### src/sv/gmrc_pkg.sv
package gmrc_pkg;

    localparam int ADDR_BITS_DEFAULT = 48;
    localparam int PAGE_BITS_DEFAULT = 12;
    localparam int SIZE_W            = 22;
    localparam int COUNT_W           = 37;
    localparam int PROT_W            = 3;

    // Protection bit positions.
    localparam int PROT_READ  = 0;
    localparam int PROT_WRITE = 1;
    localparam int PROT_EXEC  = 2;

    // Item kinds.
    localparam logic KIND_MAP   = 1'b0;
    localparam logic KIND_FLUSH = 1'b1;

    typedef logic [PROT_W-1:0] prot_t;

    // What one item does to the pending run.
    typedef struct packed {
        logic emit;          // pending run goes out as a command
        logic clear;         // run is dropped (flush)
        logic load_new;      // piece starts a new run
        logic extend_after;  // piece appends to the end of the run
        logic extend_before; // piece prepends to the start of the run
    } gmrc_dec_t;

endpackage

### src/sv/guest_mapping_run_coalescer.sv
// Guest mapping run coalescer. Map items (host address, guest address, byte size and
// read/write/execute bits) are gathered into one pending run; a piece joins the run when
// its protection matches and it sits directly after the run, or directly before it, in
// both the host and the guest space. Any other piece sends the pending run out as one
// mapping command (host start, guest start, count of 2^PAGE_BITS-byte pages, protection)
// and opens a new run. A flush item sends out the pending run, if there is one, and
// empties it. Overlapping pieces are never merged, and all address math wraps at
// ADDR_BITS. A size of zero counts as 4 MiB. Throughput is one item per clock. An
// accepted item waits in the input register, where it is decided, and any command
// it causes is then registered in the output register and presented on the m_ side.
// The only thing that holds the input back is a command in the output register that
// is not yet taken while the input register is also full.
module guest_mapping_run_coalescer #(
    parameter int ADDR_BITS = gmrc_pkg::ADDR_BITS_DEFAULT,
    parameter int PAGE_BITS = gmrc_pkg::PAGE_BITS_DEFAULT
) (
    input  logic                         aclk,
    input  logic                         aresetn,

    input  logic                         s_valid,
    output logic                         s_ready,
    input  logic                         s_kind,
    input  logic [ADDR_BITS-1:0]         s_host_addr,
    input  logic [ADDR_BITS-1:0]         s_guest_addr,
    input  logic [gmrc_pkg::SIZE_W-1:0]  s_size_bytes,
    input  logic                         s_can_read,
    input  logic                         s_can_write,
    input  logic                         s_can_exec,

    output logic                         m_valid,
    input  logic                         m_ready,
    output logic [ADDR_BITS-1:0]         m_host_start,
    output logic [ADDR_BITS-1:0]         m_guest_start,
    output logic [gmrc_pkg::COUNT_W-1:0] m_page_count,
    output logic                         m_run_read,
    output logic                         m_run_write,
    output logic                         m_run_exec
);
    import gmrc_pkg::*;

    // Input register. The end addresses of the piece are computed on the way in, so the
    // decision stage does not have to add the size.
    logic                 in_valid_reg;
    logic                 in_valid_next;
    logic                 in_kind_reg;
    logic [ADDR_BITS-1:0] in_h0_reg;
    logic [ADDR_BITS-1:0] in_h1_reg;
    logic [ADDR_BITS-1:0] in_g0_reg;
    logic [ADDR_BITS-1:0] in_g1_reg;
    prot_t                in_prot_reg;

    logic [SIZE_W-1:0]    span;
    logic [ADDR_BITS-1:0] span_ext;
    prot_t                s_prot;
    logic                 s_fire;

    // Pending run. Bounds are inclusive byte addresses.
    logic                 run_valid_reg;
    logic                 run_valid_next;
    logic [ADDR_BITS-1:0] host_first_reg;
    logic [ADDR_BITS-1:0] host_last_reg;
    logic [ADDR_BITS-1:0] guest_first_reg;
    logic [ADDR_BITS-1:0] guest_last_reg;
    prot_t                run_prot_reg;

    // Output register.
    logic                 out_valid_reg;
    logic                 out_valid_next;
    logic [ADDR_BITS-1:0] out_host_reg;
    logic [ADDR_BITS-1:0] out_guest_reg;
    logic [COUNT_W-1:0]   out_count_reg;
    prot_t                out_prot_reg;

    gmrc_dec_t            dec;
    logic                 out_free;
    logic                 advance;

    // Page count of the pending run: (last - first + 1) >> PAGE_BITS, with one extra bit
    // so that a run covering the whole address space does not wrap to zero.
    logic [ADDR_BITS-1:0] run_diff;
    logic [ADDR_BITS:0]   run_bytes;
    logic [ADDR_BITS:0]   run_pages;

    // The output register is free for a new command when empty or being drained now.
    assign out_free = !out_valid_reg || m_ready;
    assign advance  = in_valid_reg && out_free;
    assign s_ready  = !in_valid_reg || advance;
    assign s_fire   = s_valid && s_ready;

    // Size minus one wraps inside the size field, so a size of zero spans 4 MiB.
    assign span     = s_size_bytes - SIZE_W'(1);
    assign span_ext = {{(ADDR_BITS-SIZE_W){1'b0}}, span};

    always_comb begin
        s_prot             = '0;
        s_prot[PROT_READ]  = s_can_read;
        s_prot[PROT_WRITE] = s_can_write;
        s_prot[PROT_EXEC]  = s_can_exec;
    end

    assign in_valid_next = s_fire || (in_valid_reg && !advance);

    always_ff @(posedge aclk) begin
        if (!aresetn) begin
            in_valid_reg <= 1'b0;
        end else begin
            in_valid_reg <= in_valid_next;
        end
    end

    always_ff @(posedge aclk) begin
        if (s_fire) begin
            in_kind_reg <= s_kind;
            in_h0_reg   <= s_host_addr;
            in_h1_reg   <= s_host_addr + span_ext;
            in_g0_reg   <= s_guest_addr;
            in_g1_reg   <= s_guest_addr + span_ext;
            in_prot_reg <= s_prot;
        end
    end

    gmrc_decide #(
        .ADDR_BITS (ADDR_BITS)
    ) u_decide (
        .kind        (in_kind_reg),
        .h0          (in_h0_reg),
        .h1          (in_h1_reg),
        .g0          (in_g0_reg),
        .g1          (in_g1_reg),
        .prot        (in_prot_reg),
        .run_valid   (run_valid_reg),
        .host_first  (host_first_reg),
        .host_last   (host_last_reg),
        .guest_first (guest_first_reg),
        .guest_last  (guest_last_reg),
        .run_prot    (run_prot_reg),
        .dec         (dec)
    );

    // A flush leaves no run behind; every map item leaves one.
    assign run_valid_next = advance ? !dec.clear : run_valid_reg;

    always_ff @(posedge aclk) begin
        if (!aresetn) begin
            run_valid_reg <= 1'b0;
        end else begin
            run_valid_reg <= run_valid_next;
        end
    end

    // The run bounds are only looked at while a run is pending, so they need no reset.
    always_ff @(posedge aclk) begin
        if (advance) begin
            if (dec.load_new) begin
                host_first_reg  <= in_h0_reg;
                host_last_reg   <= in_h1_reg;
                guest_first_reg <= in_g0_reg;
                guest_last_reg  <= in_g1_reg;
                run_prot_reg    <= in_prot_reg;
            end
            if (dec.extend_after) begin
                host_last_reg  <= in_h1_reg;
                guest_last_reg <= in_g1_reg;
            end
            if (dec.extend_before) begin
                host_first_reg  <= in_h0_reg;
                guest_first_reg <= in_g0_reg;
            end
        end
    end

    // The command always describes the run as it stood before this item.
    assign run_diff  = host_last_reg - host_first_reg;
    assign run_bytes = {1'b0, run_diff} + (ADDR_BITS + 1)'(1);
    assign run_pages = run_bytes >> PAGE_BITS;

    assign out_valid_next = (advance && dec.emit) || (out_valid_reg && !m_ready);

    always_ff @(posedge aclk) begin
        if (!aresetn) begin
            out_valid_reg <= 1'b0;
        end else begin
            out_valid_reg <= out_valid_next;
        end
    end

    always_ff @(posedge aclk) begin
        if (advance && dec.emit) begin
            out_host_reg  <= host_first_reg;
            out_guest_reg <= guest_first_reg;
            out_count_reg <= COUNT_W'(run_pages);
            out_prot_reg  <= run_prot_reg;
        end
    end

    assign m_valid       = out_valid_reg;
    assign m_host_start  = out_host_reg;
    assign m_guest_start = out_guest_reg;
    assign m_page_count  = out_count_reg;
    assign m_run_read    = out_prot_reg[PROT_READ];
    assign m_run_write   = out_prot_reg[PROT_WRITE];
    assign m_run_exec    = out_prot_reg[PROT_EXEC];

endmodule

### src/sv/gmrc_decide.sv
module gmrc_decide #(
    parameter int ADDR_BITS = gmrc_pkg::ADDR_BITS_DEFAULT
) (
    input  logic                  kind,
    input  logic [ADDR_BITS-1:0]  h0,
    input  logic [ADDR_BITS-1:0]  h1,
    input  logic [ADDR_BITS-1:0]  g0,
    input  logic [ADDR_BITS-1:0]  g1,
    input  gmrc_pkg::prot_t       prot,
    input  logic                  run_valid,
    input  logic [ADDR_BITS-1:0]  host_first,
    input  logic [ADDR_BITS-1:0]  host_last,
    input  logic [ADDR_BITS-1:0]  guest_first,
    input  logic [ADDR_BITS-1:0]  guest_last,
    input  gmrc_pkg::prot_t       run_prot,
    output gmrc_pkg::gmrc_dec_t   dec
);
    import gmrc_pkg::*;

    logic [ADDR_BITS-1:0] host_last_inc;
    logic [ADDR_BITS-1:0] guest_last_inc;
    logic [ADDR_BITS-1:0] h1_inc;
    logic [ADDR_BITS-1:0] g1_inc;
    logic                 is_flush;
    logic                 prot_eq;
    logic                 join_after;
    logic                 join_before;

    // All address arithmetic wraps at the address width.
    assign host_last_inc  = host_last + ADDR_BITS'(1);
    assign guest_last_inc = guest_last + ADDR_BITS'(1);
    assign h1_inc         = h1 + ADDR_BITS'(1);
    assign g1_inc         = g1 + ADDR_BITS'(1);

    assign is_flush    = (kind == KIND_FLUSH);
    assign prot_eq     = (prot == run_prot);
    assign join_after  = prot_eq && (host_last_inc == h0) && (guest_last_inc == g0);
    assign join_before = prot_eq && (h1_inc == host_first) && (g1_inc == guest_first);

    always_comb begin
        dec = '0;
        priority if (is_flush) begin
            dec.emit  = run_valid;
            dec.clear = 1'b1;
        end else if (!run_valid) begin
            dec.load_new = 1'b1;
        end else if (join_after) begin
            dec.extend_after = 1'b1;
        end else if (join_before) begin
            dec.extend_before = 1'b1;
        end else begin
            dec.emit     = 1'b1;
            dec.load_new = 1'b1;
        end
    end

endmodule

### config.mk
export PLATFORM = sky130hd
export DESIGN_NAME = guest_mapping_run_coalescer
export DESIGN_NICKNAME = d
export VERILOG_FILES = /design/src/sv/gmrc_pkg.sv /design/src/sv/guest_mapping_run_coalescer.sv /design/src/sv/gmrc_decide.sv
export SDC_FILE = /design/constraint.sdc
export NUM_CORES = 1
export LEC_CHECK = 0
export BUFFER_PORTS_ARGS = -buffer_cell sky130_fd_sc_hd__buf_2
export CAP_MARGIN = 10
export CELL_PAD_IN_SITES_DETAIL_PLACEMENT = 0
export CELL_PAD_IN_SITES_GLOBAL_PLACEMENT = 1
export CORE_ASPECT_RATIO = 1.75
export CORE_MARGIN = 3
export CORE_UTILIZATION = 28
export DETAILED_ROUTE_END_ITERATION = 8
export GPL_TIMING_DRIVEN = 0
export PLACE_DENSITY = 0.55
export SYNTH_ARGS = -nofsm -noshare
export SYNTH_HDL_FRONTEND = slang
export SYNTH_SLANG_ARGS = --single-unit
export TNS_END_PERCENT = 50
### constraint.sdc
create_clock -name aclk -period 14.21 [get_ports aclk]
set_clock_uncertainty 0.05 [all_clocks]
set_input_delay 0.7105 -clock aclk [delete_from_list [all_inputs] [get_ports aclk]]
set_output_delay 0.7105 -clock aclk [all_outputs]
set_load 0.05 [all_outputs]
==> flow_summary.toml, run 1 <==
[cts]
clk-insertion-delay-late_ns = 0.65
cts_buffers = 52
cts_resized = 0
post_cts_buffers = 0
cts.clk_slew.worst_paths_ns = 0.06
cts_tree = "yes"
max-clock-path-buffers = 3
root_buffer = "clkbuf_16"
cts_sinks = 530
htreeDepth = 2
hold_buffers = 0

[synth]
ys_seq_area_share_pct = 52.5
ys_top_cells_by_count = "edfxtp_1, xnor2_1, nand2_1, xor2_1, nor2_1"
syn_nets = 2878
synthArstFlopShare_pct = 0
synth.distinct_cells = 93
ys_top_cells_by_area = "edfxtp_1, xnor2_1, xor2_1"
avgSynthCellArea_um2 = 11.4
synth.top_cell.area_share_pct = 52.3
mappedNetlistArea_mm2 = 0.0303
ys.flop_type = "edfxtp_1"
synth_edf_count = 527
synthCells = 2649
yosysWarnings = 0
synth.most_common_cell = "edfxtp_1"
ys_seq_elements = 530
yosysTopAreaCell = "edfxtp_1"

[sta]
fin_ws_ns = 7.19
fin_crit_sh_pct = 49.4
relSlewSlack_pct = 15.9
whs_ns = 0.186
min_period_ns = 7.02
hold_violations = 0
tightest_slew_ns = 1.25
finalSetupViolCount = 0
grt_setup_unrepaired = "false"
fmax_mhz = 143
drv_slew = 0

[critical_path]
path_cells = "and4_1, clkbuf_1, and4_1, clkbuf_1, nand4_1, nor4_1, o221ai_1, nor4_1, o2111ai_1, nor4_2, a41oi_1, o21ai_0, nor2_4, buf_12, buf_12"
crit_start = "host_last_reg[2]"
critPathRequiredTime_ns = 14.53
worstReg2RegStart = "host_last_reg[2]"
critPathArrivalTime_ns = 7.33
cp.buffers_inverters = 4
max_stage_delay_ns = 0.88
worst_path_dominant_cell_family = "simple AND/OR/NAND/NOR gates"
cp-start-kind = "flop"
endpoint_kind = "flop"
crit_fanout = 30
critPathSlowestCell = "nor4_2"
crit_type = "flop to flop"

[power_and_ir_drop]
vdd_ir_drop_max_mv = 0.0843
p_leak_nw = 12.4
power.density_mw_per_mm2 = 109

[routing]
vias_per_cell = 5.09
drtAntennaViolNets = 0
wl_per_cell_um = 23.8
drt_iter0_markers = 1456
dr_total_vias = 22400
routed_wl_mm = 105
drcViolationCount = 0
drt_pass1_iterations = 5

[floorplan]
row_count = 159
fp.dieW_um = 255
ios = 264
start_util_pct = 28.2
die_y_um = 441
core_area_mm2 = 0.107
dieArea_mm2 = 0.112

[placement]
dpl.hpwl_mm = 87.0
port-buffer-count = 263
placed_cell_area_mm2 = 0.0337
gp_congestion = 0.913
place_ws_ns = 6.76

[global_route]
grt_max_degree = 70
grt_pass1_wl_mm = 152
overflow = 0
antenna_found_initial = 17
grt_usage_pct = 18.4
grt_pass1_vias = 23200

[min_path]
min_path_type = "input port to flop"
hp-start = "s_can_write"

[final_layout]
design_area_mm2 = 0.0354
final_core_util_pct = 33.1
layout-drive-gt1-share_pct = 14.6
fill_cells = 10700
nets = 3212
area_growth_pct = 17.1

[job]
cap_viol_max_count = 0

[outcome]
status = "complete, no violations"
[area by class of cell]
| type | instances | area [um^2] | share of cell area [%] |
|---|---|---|---|
| antenna | 9 | 22.5 | 0.0635 |
| timing repair buffer | 280 | 1640 | 4.63 |
| buffer | 54 | 225 | 0.635 |
| inverter | 102 | 383 | 1.08 |
| tap | 1368 | 1710 | 4.83 |
| clock inverter | 30 | 344 | 0.971 |
| multi-input combinational | 1963 | 13800 | 39.0 |
| sequential | 530 | 15900 | 44.8 |
| clock buffer | 64 | 1400 | 3.94 |
[cell usage in the layout (no fill, tap or decap), types with 38 or more instances in the layout]
| cell type | count |
|---|---|
| a21o_1 | 43 |
| a21oi_1 | 122 |
| and3_1 | 63 |
| and4_1 | 38 |
| buf_2 | 278 |
| clkbuf_1 | 45 |
| clkbuf_16 | 53 |
| edfxtp_1 | 527 |
| ha_1 | 100 |
| inv_1 | 102 |
| nand2_1 | 171 |
| nand3_1 | 95 |
| nand4_1 | 83 |
| nor2_1 | 132 |
| nor3_1 | 81 |
| nor4_1 | 52 |
| o21ai_0 | 80 |
| xnor2_1 | 267 |
| xor2_1 | 170 |
[logic make-up after synthesis]
family	after synthesis	share of synthesized area (%)
and+or+nand+nor	915	16.9
DFF	530	52.5
AOI/OAI and AO/OA	479	10.7
xor gates and xnor gates	437	12.6
buffers and inverters	156	2.01
adders and majority gates	103	4.33
muxes	29	0.988
[final timing paths]
| check | endpoint | slack [ns] | depth (start not counted) |
|---|---|---|---|
| setup / recovery | m_host_start[6] | 7.19 | 15 |
| hold / removal | in_prot_reg[1] | 0.19 | 1 |
| setup reg to reg | m_host_start[6] | 7.19 | 15 |
| hold reg to reg | guest_last_reg[7] | 0.41 | 0 |
[power breakdown]
part | total [mW] | internal, mW | leakage [nW] | switching, mW
clock network | 1.44 | 0.784 | 0.819 | 0.655
logic | 0.535 | 0.203 | 6.62 | 0.332
registers | 1.90 | 1.81 | 4.96 | 0.0845
total | 3.87 | 2.80 | 12.4 | 1.07
[routing by layer]
metal | track usage, % | part of all wire [%]
met2 | 34.7 | 53
met4 | 8.27 | 4.8
met1 | 20.1 | 38
met3 | 2.96 | 4.2
met5 | 0 | 0.087
[stage by stage]
stage	cells	power, mW	setup TNS [ns]
after floorplan	2649	2.26	0
after global placement	4280	2.47	-16.79
after detailed placement	4297	2.47	0
after CTS	4391	3.92	0
after global routing	4393	4.04	0
final	4400	3.87	0
(Power assumes the default switching activity.)
==> inputs of run 2 (changes only) <==
--- a/config.mk
+++ b/config.mk
@@ -14,7 +14,7 @@
 export CORE_UTILIZATION = 28
 export DETAILED_ROUTE_END_ITERATION = 8
 export GPL_TIMING_DRIVEN = 0
-export PLACE_DENSITY = 0.55
+export PLACE_DENSITY = 0.57
 export SYNTH_ARGS = -nofsm -noshare
 export SYNTH_HDL_FRONTEND = slang
 export SYNTH_SLANG_ARGS = --single-unit
==> constraint.sdc (replaced) <==
create_clock -name aclk -period 6.25 [get_ports aclk]
set_clock_uncertainty 0.05 [all_clocks]
set_input_delay 0.3125 -clock aclk [delete_from_list [all_inputs] [get_ports aclk]]
set_output_delay 0.3125 -clock aclk [all_outputs]
set_load 0.05 [all_outputs]
==> run 2 against run 1 <==
  * Global-route usage decreased by 0.079 points
  * First-iteration DRC count decreased by 30%
  * Count of clock-buffer cells in the layout decreased by 2
  * Via count increased by 0.15%
  * Fmax increased by 19%
  * Register-to-register slack got worse by 6.8 ns
  * Die area unchanged
  * Wire length decreased by 0.60%
  * Hold slack got worse by 0.048 ns
  * Combinational power increased by 140%
==> flow_summary.toml, run 2 (synthesis results as in run 1) <==
[sta]
whs_ns = 0.138
tightest_slew_ns = 1.23
fin_ws_ns = 0.367
grt_setup_unrepaired = "false"
min_period_ns = 5.88
relSlewSlack_pct = 17.3
hold_violations = 0
fin_crit_sh_pct = 94.1
fmax_mhz = 170
finalSetupViolCount = 0
drv_slew = 0

[routing]
drtAntennaViolNets = 0
drcViolationCount = 0
vias_per_cell = 4.97
drt_pass1_iterations = 5
drt_iter0_markers = 1012
routed_wl_mm = 104
dr_total_vias = 22400
wl_per_cell_um = 23.1

[critical_path]
critPathSlowestCell = "nor4_1"
critPathArrivalTime_ns = 6.17
reg2reg_setup_slack_ns = 0.37
worstReg2RegStart = "guest_last_reg[0]"
crit_cells = 15
critPathRequiredTime_ns = 6.53
max_stage_delay_ns = 0.74
reg2reg_to = "guest_last_reg[0]"
cp-start-kind = "flop"
crit_fanout = 27
r2r_cells = 15
cp.buffers_inverters = 3
worst_path_dominant_cell_family = "simple AND/OR/NAND/NOR gates"
path_cells = "ha_1, nand2_1, nor4_1, nand2_1, or4_1, o2111ai_1, nor4_4, o2111ai_1, nor4_4, buf_4, a41oi_1, nor2b_2, a21oi_4, buf_12, buf_12"
crit_type = "flop to flop"
endpoint_kind = "flop"

[power_and_ir_drop]
power.density_mw_per_mm2 = 244
combinationalPowerShare_pct = 14.1
p_leak_nw = 13.0
clkPwrFrac_pct = 37.8
seq_power_share_pct = 48.1
swShare_pct = 27.3
vdd_ir_drop_max_mv = 0.221
internal-power_mw = 6.52
p_sw_mw = 2.45

[cts]
htreeDepth = 2
max-clock-path-buffers = 3
cts.clk_slew.worst_paths_ns = 0.06
cts_buffers = 54
cts_tree = "yes"
clk-insertion-delay-late_ns = 0.68
cts_sinks = 530
root_buffer = "clkbuf_16"

[placement]
place_ws_ns = -1.21
placed_cell_area_mm2 = 0.0337
dpl.hpwl_mm = 85.8
gp_congestion = 0.950
port-buffer-count = 263

[final_layout]
regArea_mm2 = 0.0159
area_growth_pct = 21.1
fill_cells = 10900
layout_common_cells = "edfxtp_1, buf_2, xnor2_1"
layout-drive-gt1-share_pct = 14.4
design_area_mm2 = 0.0367
nets = 3323
multiInputGateArea_mm2 = 0.0139
layout_commonest_cell = "edfxtp_1"

[min_path]
min_path_type = "input port to flop"
hold_end = "in_h1_reg[0]"
hp-start = "s_size_bytes[0]"
worstHoldPathCells = 3

[global_route]
antenna_found_initial = 16
grt_pass1_wl_mm = 151
grt_max_degree = 70
grt_usage_pct = 18.3
grt_pass1_vias = 23100
overflow = 0

[floorplan]
core_area_mm2 = 0.107
start_util_pct = 28.2
ios = 264
die_y_um = 441
dieArea_mm2 = 0.112
row_count = 159
fp.dieW_um = 255

[job]
cap_viol_max_count = 0

[outcome]
status = "complete, no violations"
==> run 2: stage by stage <==
step	utilization, %	TNS [ns]	instances	power, mW
3_3_place_gp	31.1	-1728.62	4280	5.61
4_1_cts	34.2	0	4504	9.10
3_5_place_dp	31.4	-262.50	4298	5.61
5_1_grt	34.2	0	4511	9.35
6_report	34.2	0	4516	8.96
2_1_floorplan	-	-129.71	2649	5.14
==> run 2: cell type report <==
type | instances | share of cell area, %
antenna | 12 | 0.0819
clock buffer | 62 | 3.77
multi-input combinational | 1964 | 37.9
sequential | 530 | 43.3
tap | 1368 | 4.67
inverter | 102 | 1.04
timing repair buffer | 388 | 7.39
buffer | 54 | 0.614
clock inverter | 36 | 1.17
==> run 2: worst max path at each step <==
| stage | start | end | slack [ns] |
|---|---|---|---|
| final | guest_last_reg[0] | guest_last_reg[0] | 0.37 |
| after global routing | s_size_bytes[0] | in_h1_reg[46] | 0.09 |
| after CTS | host_last_reg[3] | guest_last_reg[0] | 0.03 |
| after detailed placement | guest_last_reg[0] | guest_last_reg[0] | -1.21 |
| after global placement | guest_last_reg[5] | guest_first_reg[2] | -7.23 |
| after floorplan | guest_last_reg[0] | guest_first_reg[0] | -1.35 |
==> run 2: per-layer routing <==
layer / global-route usage [%] / wire [um]
met5: 0 / 56
met4: 8.38 / 5160
met3: 2.38 / 3650
met2: 35.0 / 55500
met1: 19.9 / 40000
==> run 2: worst register-to-register path, stage by stage, from the launching register on <==
cell	delay, ns
edfxtp_1	0.39
ha_1	0.36
nand2_1	0.29
nor4_1	0.74
nand2_1	0.45
or4_1	0.71
o2111ai_1	0.20
nor4_4	0.12
o2111ai_1	0.33
nor4_4	0.10
buf_4	0.19
a41oi_1	0.43
nor2b_2	0.18
a21oi_4	0.53
buf_12	0.27
buf_12	0.23
==> run 2: power by group through the flow <==
stage               registers, mW  clock network (mW)  logic, mW
global placement             4.41                   0       1.19
CTS                          4.31                3.51       1.28
finish                       4.31                3.39       1.27
floorplan                    4.35                   0      0.783
global route                 4.33                3.63       1.39
detailed placement           4.39                   0       1.22
==> run 2: what timing repair did <==
action / CTS / global route
setup buffers: 2 / 0
pin swaps: 2 / 0
cloned: 1 / 0
endpoints found under the hold margin: 158 / 0
hold buffers: 105 / 0
setup endpoints to repair: 332 / 32
resized for setup: 11 / 2
==> inputs of run 3 (changes only) <==
--- a/config.mk
+++ b/config.mk
@@ -14,7 +14,8 @@
 export CORE_UTILIZATION = 28
 export DETAILED_ROUTE_END_ITERATION = 8
 export GPL_TIMING_DRIVEN = 0
-export PLACE_DENSITY = 0.57
+export PLACE_DENSITY = 0.55
+export SETUP_SLACK_MARGIN = 0.5
 export SYNTH_ARGS = -nofsm -noshare
 export SYNTH_HDL_FRONTEND = slang
 export SYNTH_SLANG_ARGS = --single-unit
==> constraint.sdc (replaced) <==
create_clock -name aclk -period 6.9 [get_ports aclk]
set_clock_uncertainty 0.05 [all_clocks]
set_input_delay 0.345 -clock aclk [delete_from_list [all_inputs] [get_ports aclk]]
set_output_delay 0.345 -clock aclk [all_outputs]
set_load 0.05 [all_outputs]
==> run 3 against run 2 <==
  * Via count up 2.6%
  * Combinational power decreased by 9%
  * Sequential power fell by 9.3%
  * Critical path type unchanged
  * Highest routed layer unchanged
  * Clock power is 8.3% lower
  * First-iteration DRC count up 39%
  * Flip-flop and latch count is the same
  * Largest cell class unchanged
  * Design area about the same
  * Final cell count fell by 0.11%
  * Count of clock-buffer cells in the layout is 4 lower
  * Global-route usage grew 0.20 points
  * Sequential share of layout area barely moved
==> flow_summary.toml, run 3 (synthesis results as in run 1) <==
[placement]
gp_congestion = 0.919
place_ws_ns = -0.479
port-buffer-count = 263
dpl.hpwl_mm = 87.1
placed_cells = 4296
placed_cell_area_mm2 = 0.0337

[floorplan]
die_y_um = 441
ios = 264
dieArea_mm2 = 0.112
core_area_mm2 = 0.107
fp.dieW_um = 255
row_count = 159
start_util_pct = 28.2

[cts]
cts_tree = "yes"
htreeDepth = 2
cts.clk_slew.worst_paths_ns = 0.06
root_buffer = "clkbuf_16"
clk-insertion-delay-late_ns = 0.66
cts_buffers = 54
cts_sinks = 530
max-clock-path-buffers = 3

[sta]
hold_violations = 0
whs_ns = 0.163
fmax_mhz = 163
relSlewSlack_pct = 17.8
fin_crit_sh_pct = 88.9
fin_ws_ns = 0.764
tightest_slew_ns = 1.22
min_period_ns = 6.14
drv_slew = 0
grt_setup_unrepaired = "false"
finalSetupViolCount = 0
timing.setup.tns_ns = 0

[final_layout]
design_area_mm2 = 0.0367
layout_commonest_cell = "edfxtp_1"
layout_common_cells = "edfxtp_1, buf_2, xnor2_1"
layout.cells.non_filler = 4511
final_core_util_pct = 34.2
nets = 3317
layout-drive-gt1-share_pct = 14.6
area_growth_pct = 21.2

[critical_path]
path_common_cell = "buf_12"
critPathArrivalTime_ns = 6.40
critPathRequiredTime_ns = 7.17
endpoint_kind = "flop"
crit_type = "flop to flop"
critPathSlowestCell = "nor4_2"
max_stage_delay_ns = 0.74
path_cells = "and4_1, clkbuf_1, nand4_1, nor4_2, a311oi_1, o2111ai_1, nor4_1, nand4b_1, nor4_4, a41oi_1, o21ai_0, nor2_4, buf_12, buf_12, buf_12"
cp-start-kind = "flop"
crit_fanout = 35

[routing]
drt_iter0_markers = 1406
wl_met1_mm = 40.7
dr_total_vias = 23000
dr_wl_met3_mm = 3.94
drt_pass1_iterations = 5
drtAntennaViolNets = 0
routed_wl_mm = 106
vias_per_cell = 5.10
highest-signal-layer = "met5"
wl_per_cell_um = 23.4
drcViolationCount = 0
met2_length_mm = 55.7

[outcome]
status = "complete, no violations"

[power_and_ir_drop]
internal-power_mw = 5.92
power.density_mw_per_mm2 = 223
finalPower_mw = 8.18
clkPwrFrac_pct = 38.0
seq_power_share_pct = 47.8
p_leak_nw = 12.9
combinationalPowerShare_pct = 14.2
vdd_ir_drop_max_mv = 0.192
swShare_pct = 27.6
p_sw_mw = 2.26

[global_route]
grt_max_degree = 70
grt_pass1_wl_mm = 154
overflow = 0
antenna_found_initial = 15
grt_pass1_vias = 24000
grt_usage_pct = 18.5

[job]
cap_viol_max_count = 0

[min_path]
min_path_type = "input port to flop"
## run 3: cell count changes in the layout (fill, tap and decap cells not counted), sizes merged, moves of 2 or more
cell         before  now
clkinvlp          1    7
clkinv           25   23
clkbuf          100   96
dlygate4sd3     105  103
inv             105  107
buf             299  296
## run 3: worst paths after layout
kind	depth (start not counted)	to	startpoint	slack, ns
worst min register to register	0	host_last_reg[12]	in_h1_reg[12]	0.40
worst min-delay path	3	in_g1_reg[0]	s_size_bytes[0]	0.16
worst max-delay path	15	m_guest_start[8]	host_last_reg[2]	0.76
worst max register to register	15	m_guest_start[8]	host_last_reg[2]	0.76
## run 3: routing by layer
| layer | track usage (%) | up-vias |
|---|---|---|
| met5 | 0 | - |
| met4 | 8.97 | 10 |
| met3 | 2.48 | 182 |
| met2 | 34.9 | 619 |
| met1 | 20.2 | 11200 |
| li1 | - | 11000 |
## run 3: power by group through the flow
stage | logic (mW) | registers [mW] | clock network (mW)
floorplan | 0.710 | 3.94 | 0
global placement | 1.08 | 4.00 | 0
detailed placement | 1.11 | 3.98 | 0
CTS | 1.17 | 3.91 | 3.21
global route | 1.27 | 3.93 | 3.31
finish | 1.16 | 3.91 | 3.11
## run 3: critical path, delay by kind of cell, from the launching register on
family	cells	cell delay (ns)
AOI/OAI and AO/OA	4	1.47
DFF	1	0.52
and+or+nand+nor	7	2.55
buffers and inverters	4	1.10
## run 3: what timing repair did
item,in CTS,in global routing
hold endpoints to repair,154,0
setup buffers,1,0
pin swaps,1,0
hold buffers,103,0
resized for setup,9,6
endpoints found under the setup margin,324,42
## run 3: cell type report
cell class | count | area, um^2
Antenna cell | 11 | 27.5
Buffer | 54 | 225
Clock buffer | 58 | 1390
Clock inverter | 42 | 434
Fill cell | 10700 | 70600
Inverter | 102 | 383
Multi-Input combinational cell | 1963 | 13900
Sequential cell | 530 | 15900
Tap cell | 1368 | 1710
Timing Repair Buffer | 383 | 2690
